--- src/hw/rtl/pair_contact_coulomb_force_assert.svh ---
// Assertion macros shared by the pair force RTL.
`ifndef PAIR_CONTACT_COULOMB_FORCE_ASSERT_SVH
`define PAIR_CONTACT_COULOMB_FORCE_ASSERT_SVH

// Same-cycle implication, checked outside reset.
`define PCC_ASSERT_IMP(label, clk, rstn, ante, cons) \
label: assert property (@(posedge clk) disable iff (!rstn) (ante) |-> (cons)) \
    else $error("pair force assertion failed");

// Next-cycle implication, checked outside reset.
`define PCC_ASSERT_NXT(label, clk, rstn, ante, cons) \
label: assert property (@(posedge clk) disable iff (!rstn) (ante) |=> (cons)) \
    else $error("pair force assertion failed");

`endif

--- src/hw/rtl/pcc_pkg.sv ---
// Package with widths, register codes and reset values of the pair force block.
package pcc_pkg;
    localparam int POS_W     = 24;
    localparam int RAD_W     = 16;
    localparam int CFG_W     = 16;
    localparam int FORCE_W   = 32;
    localparam int DX_W      = POS_W + 1;
    localparam int RSUM_W    = RAD_W + 1;
    localparam int DIST2_W   = 2 * DX_W;
    localparam int SQRT_RT_W = 32;
    localparam int DIV_NUM_W = 48;
    localparam int CM_W      = DIV_NUM_W;
    localparam int U_W       = 15;
    localparam int OVL_W     = 24;
    localparam int CC_W      = 25;
    localparam int T_W       = 51;
    localparam int PROD_W    = T_W + U_W;
    localparam int P_W       = PROD_W - 14;
    localparam int DIST_SH   = 2 * SQRT_RT_W - DIST2_W;

    localparam logic [CFG_W-1:0] STRENGTH_RESET = 16'd16384;
    localparam logic [CFG_W-1:0] GAIN_RESET     = 16'hF333;

    localparam logic REG_CONTACT_STRENGTH = 1'b0;
    localparam logic REG_COULOMB_GAIN     = 1'b1;
endpackage

--- src/hw/rtl/pcc_isqrt_pipe.sv ---
// Pipelined integer square root, one result bit per stage, with side data.
module pcc_isqrt_pipe import pcc_pkg::*; #(
    parameter int RT_W   = SQRT_RT_W,
    parameter int SIDE_W = 1
) (
    input  logic                aclk,
    input  logic                en,
    input  logic [2*RT_W-1:0]   in_val,
    input  logic [SIDE_W-1:0]   in_side,
    output logic [RT_W-1:0]     out_root,
    output logic [SIDE_W-1:0]   out_side
);
    localparam int REM_W = RT_W + 2;

    logic [REM_W-1:0]  rem_reg  [RT_W];
    logic [RT_W-1:0]   root_reg [RT_W];
    logic [2*RT_W-1:0] val_reg  [RT_W];
    logic [SIDE_W-1:0] side_reg [RT_W];

    for (genvar k = 0; k < RT_W; k++) begin : g_stage
        logic [REM_W-1:0]  rem_in;
        logic [RT_W-1:0]   root_in;
        logic [2*RT_W-1:0] val_in;
        logic [SIDE_W-1:0] side_in;
        logic [REM_W+1:0]  shifted;
        logic [REM_W+1:0]  trial;
        logic              ge;

        if (k == 0) begin : g_first
            assign rem_in  = '0;
            assign root_in = '0;
            assign val_in  = in_val;
            assign side_in = in_side;
        end else begin : g_next
            assign rem_in  = rem_reg[k-1];
            assign root_in = root_reg[k-1];
            assign val_in  = val_reg[k-1];
            assign side_in = side_reg[k-1];
        end

        // Bring down the next two radicand bits and try root*4+1.
        always_comb begin
            shifted = {rem_in, val_in[2*RT_W-1 -: 2]};
            trial   = {{(REM_W - RT_W){1'b0}}, root_in, 2'b01};
            ge      = (shifted >= trial);
        end

        always_ff @(posedge aclk) begin
            if (en) begin
                rem_reg[k]  <= ge ? REM_W'(shifted - trial) : REM_W'(shifted);
                root_reg[k] <= {root_in[RT_W-2:0], ge};
                val_reg[k]  <= {val_in[2*RT_W-3:0], 2'b00};
                side_reg[k] <= side_in;
            end
        end
    end

    assign out_root = root_reg[RT_W-1];
    assign out_side = side_reg[RT_W-1];
endmodule

--- config.mk ---
export PLATFORM = sky130hd
export DESIGN_NAME = pcc_isqrt_pipe
export DESIGN_NICKNAME = d
export VERILOG_FILES = /design/src/hw/rtl/pair_contact_coulomb_force_assert.svh /design/src/hw/rtl/pcc_pkg.sv /design/src/hw/rtl/pcc_isqrt_pipe.sv
export SDC_FILE = /design/constraint.sdc
export NUM_CORES = 2
export LEC_CHECK = 0
export ABC_AREA = 0
export CORE_UTILIZATION = 38
export DETAILED_ROUTE_END_ITERATION = 12
export DONT_BUFFER_PORTS = 1
export PLACE_DENSITY = 0.5
export SYNTH_ARGS = -nofsm -noshare
export SYNTH_HDL_FRONTEND = slang
export SYNTH_MEMORY_MAX_BITS = 65536
export SYNTH_SLANG_ARGS = --single-unit
--- constraint.sdc ---
create_clock -name aclk -period 3.3 [get_ports aclk]
set_input_delay 0.66 -clock aclk [delete_from_list [all_inputs] [get_ports aclk]]
set_output_delay 0.66 -clock aclk [all_outputs]
set_load 0.02 [all_outputs]
Yosys cells after proc, flatten, opt, wreduce, memory -nomap -nowiden
Memories as Yosys holds them, arrays and structs flattened.
Index checks and enable logic that the tools add are counted.
{ "op_classes": {"n_addsub": 32, "n_lt_le_gt_ge": 32, "muxes": 34} }
{ "ops": {"columns": ["operator", "count"], "rows": [
  ["36-bit by 34-bit >= comparator with 1-bit output", 31],
  ["34-bit 2-to-1 mux", 32],
  ["34-bit subtractor", 31],
  ["2-bit by 1-bit subtractor with 3-bit output, second input constant", 1],
  ["2-bit by 1-bit >= comparator with 1-bit output, second input constant", 1],
  ["1-bit 2-to-1 mux", 2]
]} }
{ "word_totals": {"ram_bits": 4128, "mem_count": 4, "wordCells": 102, "regBits": 0, "input_bits": 67} }
{ "memory_table": {"columns": ["memory", "words", "width", "read_ports", "rd_ports_with_merged_regs", "wr", "line", "source"], "rows": [
  ["val_reg", 32, 62, 31, 0, 32, "pcc_isqrt_pipe.sv:17", "logic [2*RT_W-1:0] val_reg [RT_W];"],
  ["rem_reg", 32, 34, 31, 0, 32, "pcc_isqrt_pipe.sv:15", "logic [REM_W-1:0] rem_reg [RT_W];"],
  ["root_reg", 32, 32, 32, 0, 32, "pcc_isqrt_pipe.sv:16", "logic [RT_W-1:0] root_reg [RT_W];"],
  ["side_reg", 32, 1, 32, 0, 32, "pcc_isqrt_pipe.sv:18", "logic [SIDE_W-1:0] side_reg [RT_W];"]
]} }

Longest topological paths before layout
An unclocked memory read counts as a cell.
{ "logic_depth": {"word_depth": 3, "depth_mapped": 15, "ltp_nobuf": 13} }

Worst setup path after synthesis
OpenSTA, ideal clock, no wires.
{ "synth_path": {"path_kind": "flip-flop to flip-flop", "from": "memory rem_reg[1][205] (netlist name)", "to": "memory root_reg[1][224] (netlist name) (data pin)", "slack_ns": -0.301, "setup_ns": 0.264, "required_time_ns": 3.036, "arrival_ns": 3.337, "path_buffers": 2, "path_stages_with_launch": 11, "cell_sequence": "edfxtp_1 ha_1 o21ai_0 a21oi_1 o31a_1 o41ai_1 o21ai_1 a211oi_1 clkbuf_1 clkbuf_1 inv_1"} }
{ "synth_lines": {"columns": ["item", "line"], "rows": [
  ["from (decl)", "pcc_isqrt_pipe.sv:15"],
  ["to (decl)", "pcc_isqrt_pipe.sv:16"]
]} }

==> results by stage <==
Run status:
- The run finished, with violations left.
- The final reports fail on setup timing.

Worst setup path:
- Counting cells, the worst reg-to-reg path comes to 11.
- The count of cell instances traversed by the critical path is 11.
- The element type at the critical path end is a flop.
- The largest individual stage delay along the critical path comes from the cell sky130_fd_sc_hd__or4_4.
- For this run, the slowest stage of the critical path takes 0.55 ns.
- Traced cell by cell, the critical path runs through or4_4 -> or3_4 -> or4_4 -> or3_4 -> or3_4 -> a311oi_4 -> buf_4 -> nor2_4 -> nand3_4 -> nor3_2 -> xor2_1.
- The worst setup slack for register-to-register paths is -0.31 ns.
- The critical path's most frequent cell is sky130_fd_sc_hd__or3_4.
- The timing startpoint of the critical path is rem_reg[0][395]$_DFFE_PP_.
- The critical register-to-register path startpoint is rem_reg[0][395]$_DFFE_PP_.
- The worst flop-to-flop path endpoint is rem_reg[0][435]$_DFFE_PP_.
- The arrival time of data at the critical path endpoint is 4.22 ns.
- The kind of cell adding the most delay to the critical path is simple AND/OR/NAND/NOR gates.
- The worst setup path is launched from a flop.
- Together, buffers and inverters on the worst path number 1.
- The critical path in this run is classified as flop to flop.
- The worst-path maximum fanout is 8.
- For the worst setup path, the data required time is 3.91 ns.
- Following the worst setup path forward leads to its endpoint at rem_reg[0][435]$_DFFE_PP_.

Route:
- The final antenna-violating net count is 0.
- The first detailed-routing pass ran for 8 iterations.
- For this block, the via count after detailed routing is 72529.
- The first routing iteration left 4435 violations.
- Dividing the detail-routed via count by the number of cells gives 5.011.
- After detailed routing, the number of remaining DRC violations is 0.
- The total wire length is 255800 um.
- The routed wire length per instance is 17.67 um.

STA:
- The final number of hold-violating endpoints is 0.
- The count of endpoints failing setup in the final report is 106.
- The minimum setup slack in the final design is -0.3084 ns.
- The slew at the pin closest to its max-slew limit is 1.489 ns.
- The number of pins with negative max-slew slack in the final report is 0.
- The worst clock skew is 0.06174 ns.
- The smallest clock period supported by the final layout is computed as 3.608 ns.
- The fmax is 0.2771 GHz.
- The relative max-transition margin is 0.7206%.
- The worst path uses 109.3% of the clock period.
- Setup repair after global routing could not meet its margin everywhere.

CTS:
- The clock sink total is 2555.
- In this run the number of H-tree levels came out at 5.
- For the worst-skew pair, the clock arrives at the later sink with an insertion delay of 0.90 ns.
- No sink is reached through more buffers than the 4 on the longest clock path.
- The clock transition at the registers of the reported paths is 0.06 ns.
- TritonCTS created 291 clock buffers.
- Clock tree synthesis selected as its root buffer the cell sky130_fd_sc_hd__clkbuf_16.
- The clock tree from TritonCTS is yes.

Yosys:
- For this run, asynchronously set or reset flops after synthesis account for 0%.
- Yosys mapped a number of flops with a built-in enable equal to 2555.
- After synthesis, the netlist uses 88 different library cells.
- Sequential elements use 65.30% of the synthesized area.
- For this run, the leading register cell type out of synthesis is sky130_fd_sc_hd__edfxtp_1.
- The number of nets produced by synthesis is 9600.
- The synthesized area per cell is 13.10 um^2.
- The cell area that synthesis handed to floorplanning was 117500 um^2.
- The cell count after synthesis is 8971.
- During synthesis, Yosys emitted a total of 0 warnings.
- The synthesized flop and latch total is 2555.

Floorplan:
- Measured along the x axis, the die boundary spans 558.1 um.
- 100 I/O pins were placed.
- The effective utilization at floorplan is 38.30%.
- The die covers 311400 um^2.
- After floorplanning, the core was divided into 203 placement rows.
- The die height is 558.1 um.
- The placeable core area is 306800 um^2.

Global route:
- The pin count of the biggest net entering global routing is 296.
- The number of antenna violations at the first check in global routing is 5.
- The number of global-route vias before repair came to 72211.
- The total overflow left after global routing is 0.
- The global-route wire length before repair is 396200 um.
- The overall fraction of global-route tracks in use is 15.94%.

Final layout:
- The commonest non-fill, non-tap cell in the layout is sky130_fd_sc_hd__edfxtp_1.
- The ratio of cells with drive above 1 in the final layout is 18.79%.
- In the layout the commonest cells are sky130_fd_sc_hd__edfxtp_1 (2555), sky130_fd_sc_hd__buf_4 (872), sky130_fd_sc_hd__inv_1 (702).
- Once layout is complete, the utilization of the core stands at 46.70%.
- The final net count is 10774.
- The area overhead of the layout relative to synthesis is 21.95%.
- The finished layout cell area is 143300 um^2.
- The flip-flop count of the largest register after layout is 1003.

Placed design:
- At the end of routability-driven placement, the weighted congestion stood at 0.8645.
- Port buffering added 0 buffers.
- In this run the cell area measured after placement is 128900 um^2.
- The detailed placer's ending HPWL is 175300 um.

Power:
- The static leakage is 55.22 nW.
- The cell area power density is 668.2 nW/um^2.
- The worst supply voltage drop on vdd is 0.4405 mV.

Flow run:
- The max capacitance violation total is 0.

Worst hold path:
- The min-delay analysis places its worst path in the category primary input to flop.
through the flow:
stage	hold WS (ns)	std cells	setup slack, ns	TNS [ns]	total power (W)
2_1_floorplan	0.4003	8971	-0.1827	-10.54	0.05586
3_3_place_gp	0.4001	13729	-2.364	-1114.19	0.06317
3_5_place_dp	0.4045	13729	-2.526	-1229.34	0.06342
4_1_cts	0.1355	14371	-0.2628	-15.91	0.09623
5_1_grt	0.1621	14473	-0.4190	-28.17	0.1007
6_report	0.1929	14474	-0.3084	-14.99	0.09575
synthesized netlist by cell type, drive strengths merged (16+ instances only):
library cell / count / share of area, %
nand4b: 20 / 0.15
inv: 714 / 2.3
a21oi: 556 / 2.4
or4: 58 / 0.37
buf: 16 / 0.071
a21o: 261 / 1.7
o31ai: 56 / 0.36
ha: 562 / 6.0
a221oi: 20 / 0.15
a31oi: 37 / 0.20
o211ai: 30 / 0.20
nand3: 135 / 0.58
o21ai: 494 / 2.1
mux2: 61 / 0.58
o21a: 105 / 0.67
and2: 24 / 0.13
nand3b: 25 / 0.16
nor4: 114 / 0.61
clkbuf: 134 / 0.43
or2: 35 / 0.19
nand2: 611 / 2.0
nor3b: 17 / 0.11
nand2b: 123 / 0.65
a21boi: 18 / 0.12
nor3: 225 / 0.96
xor2: 412 / 3.1
xnor2: 426 / 3.2
nor2b: 76 / 0.40
and3: 48 / 0.26
and4: 18 / 0.13
o21bai: 45 / 0.29
or3: 95 / 0.51
nor2: 539 / 1.7
a211o: 20 / 0.15
a211oi: 40 / 0.26
edfxtp: 2555 / 65
nand4: 86 / 0.46
metal layers:
| metal | global-route usage, % | vias up | wire length [um] |
|---|---|---|---|
| met5 | 0 | - | 0 |
| met4 | 5.305 | 0 | 8198 |
| met3 | 1.857 | 498 | 8666 |
| met2 | 27.86 | 1234 | 127100 |
| met1 | 20.46 | 35226 | 111900 |
| li1 | - | 35571 | - |
timing repair:
item                                    4_1_cts  5_1_grt
setup buffers                                41       95
gates resized for setup                     256      379
pin swaps                                    74      125
endpoints found under the hold margin       157        0
gates cloned                                 17        9
endpoints found under the setup margin      803      715
hold buffers                                 67        0
area by class of cell:
| class | instances | area (um^2) |
|---|---|---|
| diodes | 2 | 5.005 |
| clock buffers | 339 | 7483 |
| clock inverters | 181 | 1847 |
| fillers | 27544 | 163500 |
| inverters | 716 | 2699 |
| multi-input cells | 5553 | 40420 |
| flip-flops and latches | 2555 | 76720 |
| well taps | 4100 | 5130 |
| repair buffers | 1028 | 8985 |
power by group:
group / switching [W] / total (W) / internal [W]
Combinational: 0.0112 / 0.0208 / 0.00955
Clock: 0.0131 / 0.0314 / 0.0183
Sequential: 0.00264 / 0.0436 / 0.0409
Total: 0.0270 / 0.0957 / 0.0687
cells by family (layout without fill, tap and decap cells):
family                   Yosys count  count (layout)  share of synthesized area, %
buffers and inverters            866            2264                         2.787
adder cells (fa/ha/maj)          562             562                         5.984
AND/OR/NAND/NOR                 2269            2270                         9.507
flip-flops                      2555            2555                         65.30
AO/OA/AOI/OAI                   1810            1812                         9.514
multiplexers                      70              70                        0.6613
other                              1               3                      0.003191
XOR/XNOR                         838             838                         6.246
how the worst min path moves through the flow:
stage | slack, ns | cells after the start | endpoint | startpoint
6_report | 0.19 | 1 | val_reg[0][32]$_DFFE_PP_ | en
3_5_place_dp | 0.40 | 0 | val_reg[0][147]$_DFFE_PP_ | val_reg[0][83]$_DFFE_PP_
3_3_place_gp | 0.40 | 0 | side_reg[0][2]$_DFFE_PP_ | side_reg[0][1]$_DFFE_PP_
2_1_floorplan | 0.40 | 0 | side_reg[0][10]$_DFFE_PP_ | side_reg[0][9]$_DFFE_PP_
5_1_grt | 0.16 | 1 | val_reg[0][96]$_DFFE_PP_ | en
4_1_cts | 0.14 | 1 | val_reg[0][32]$_DFFE_PP_ | en
Note: power is estimated with default switching activity, not from simulation.
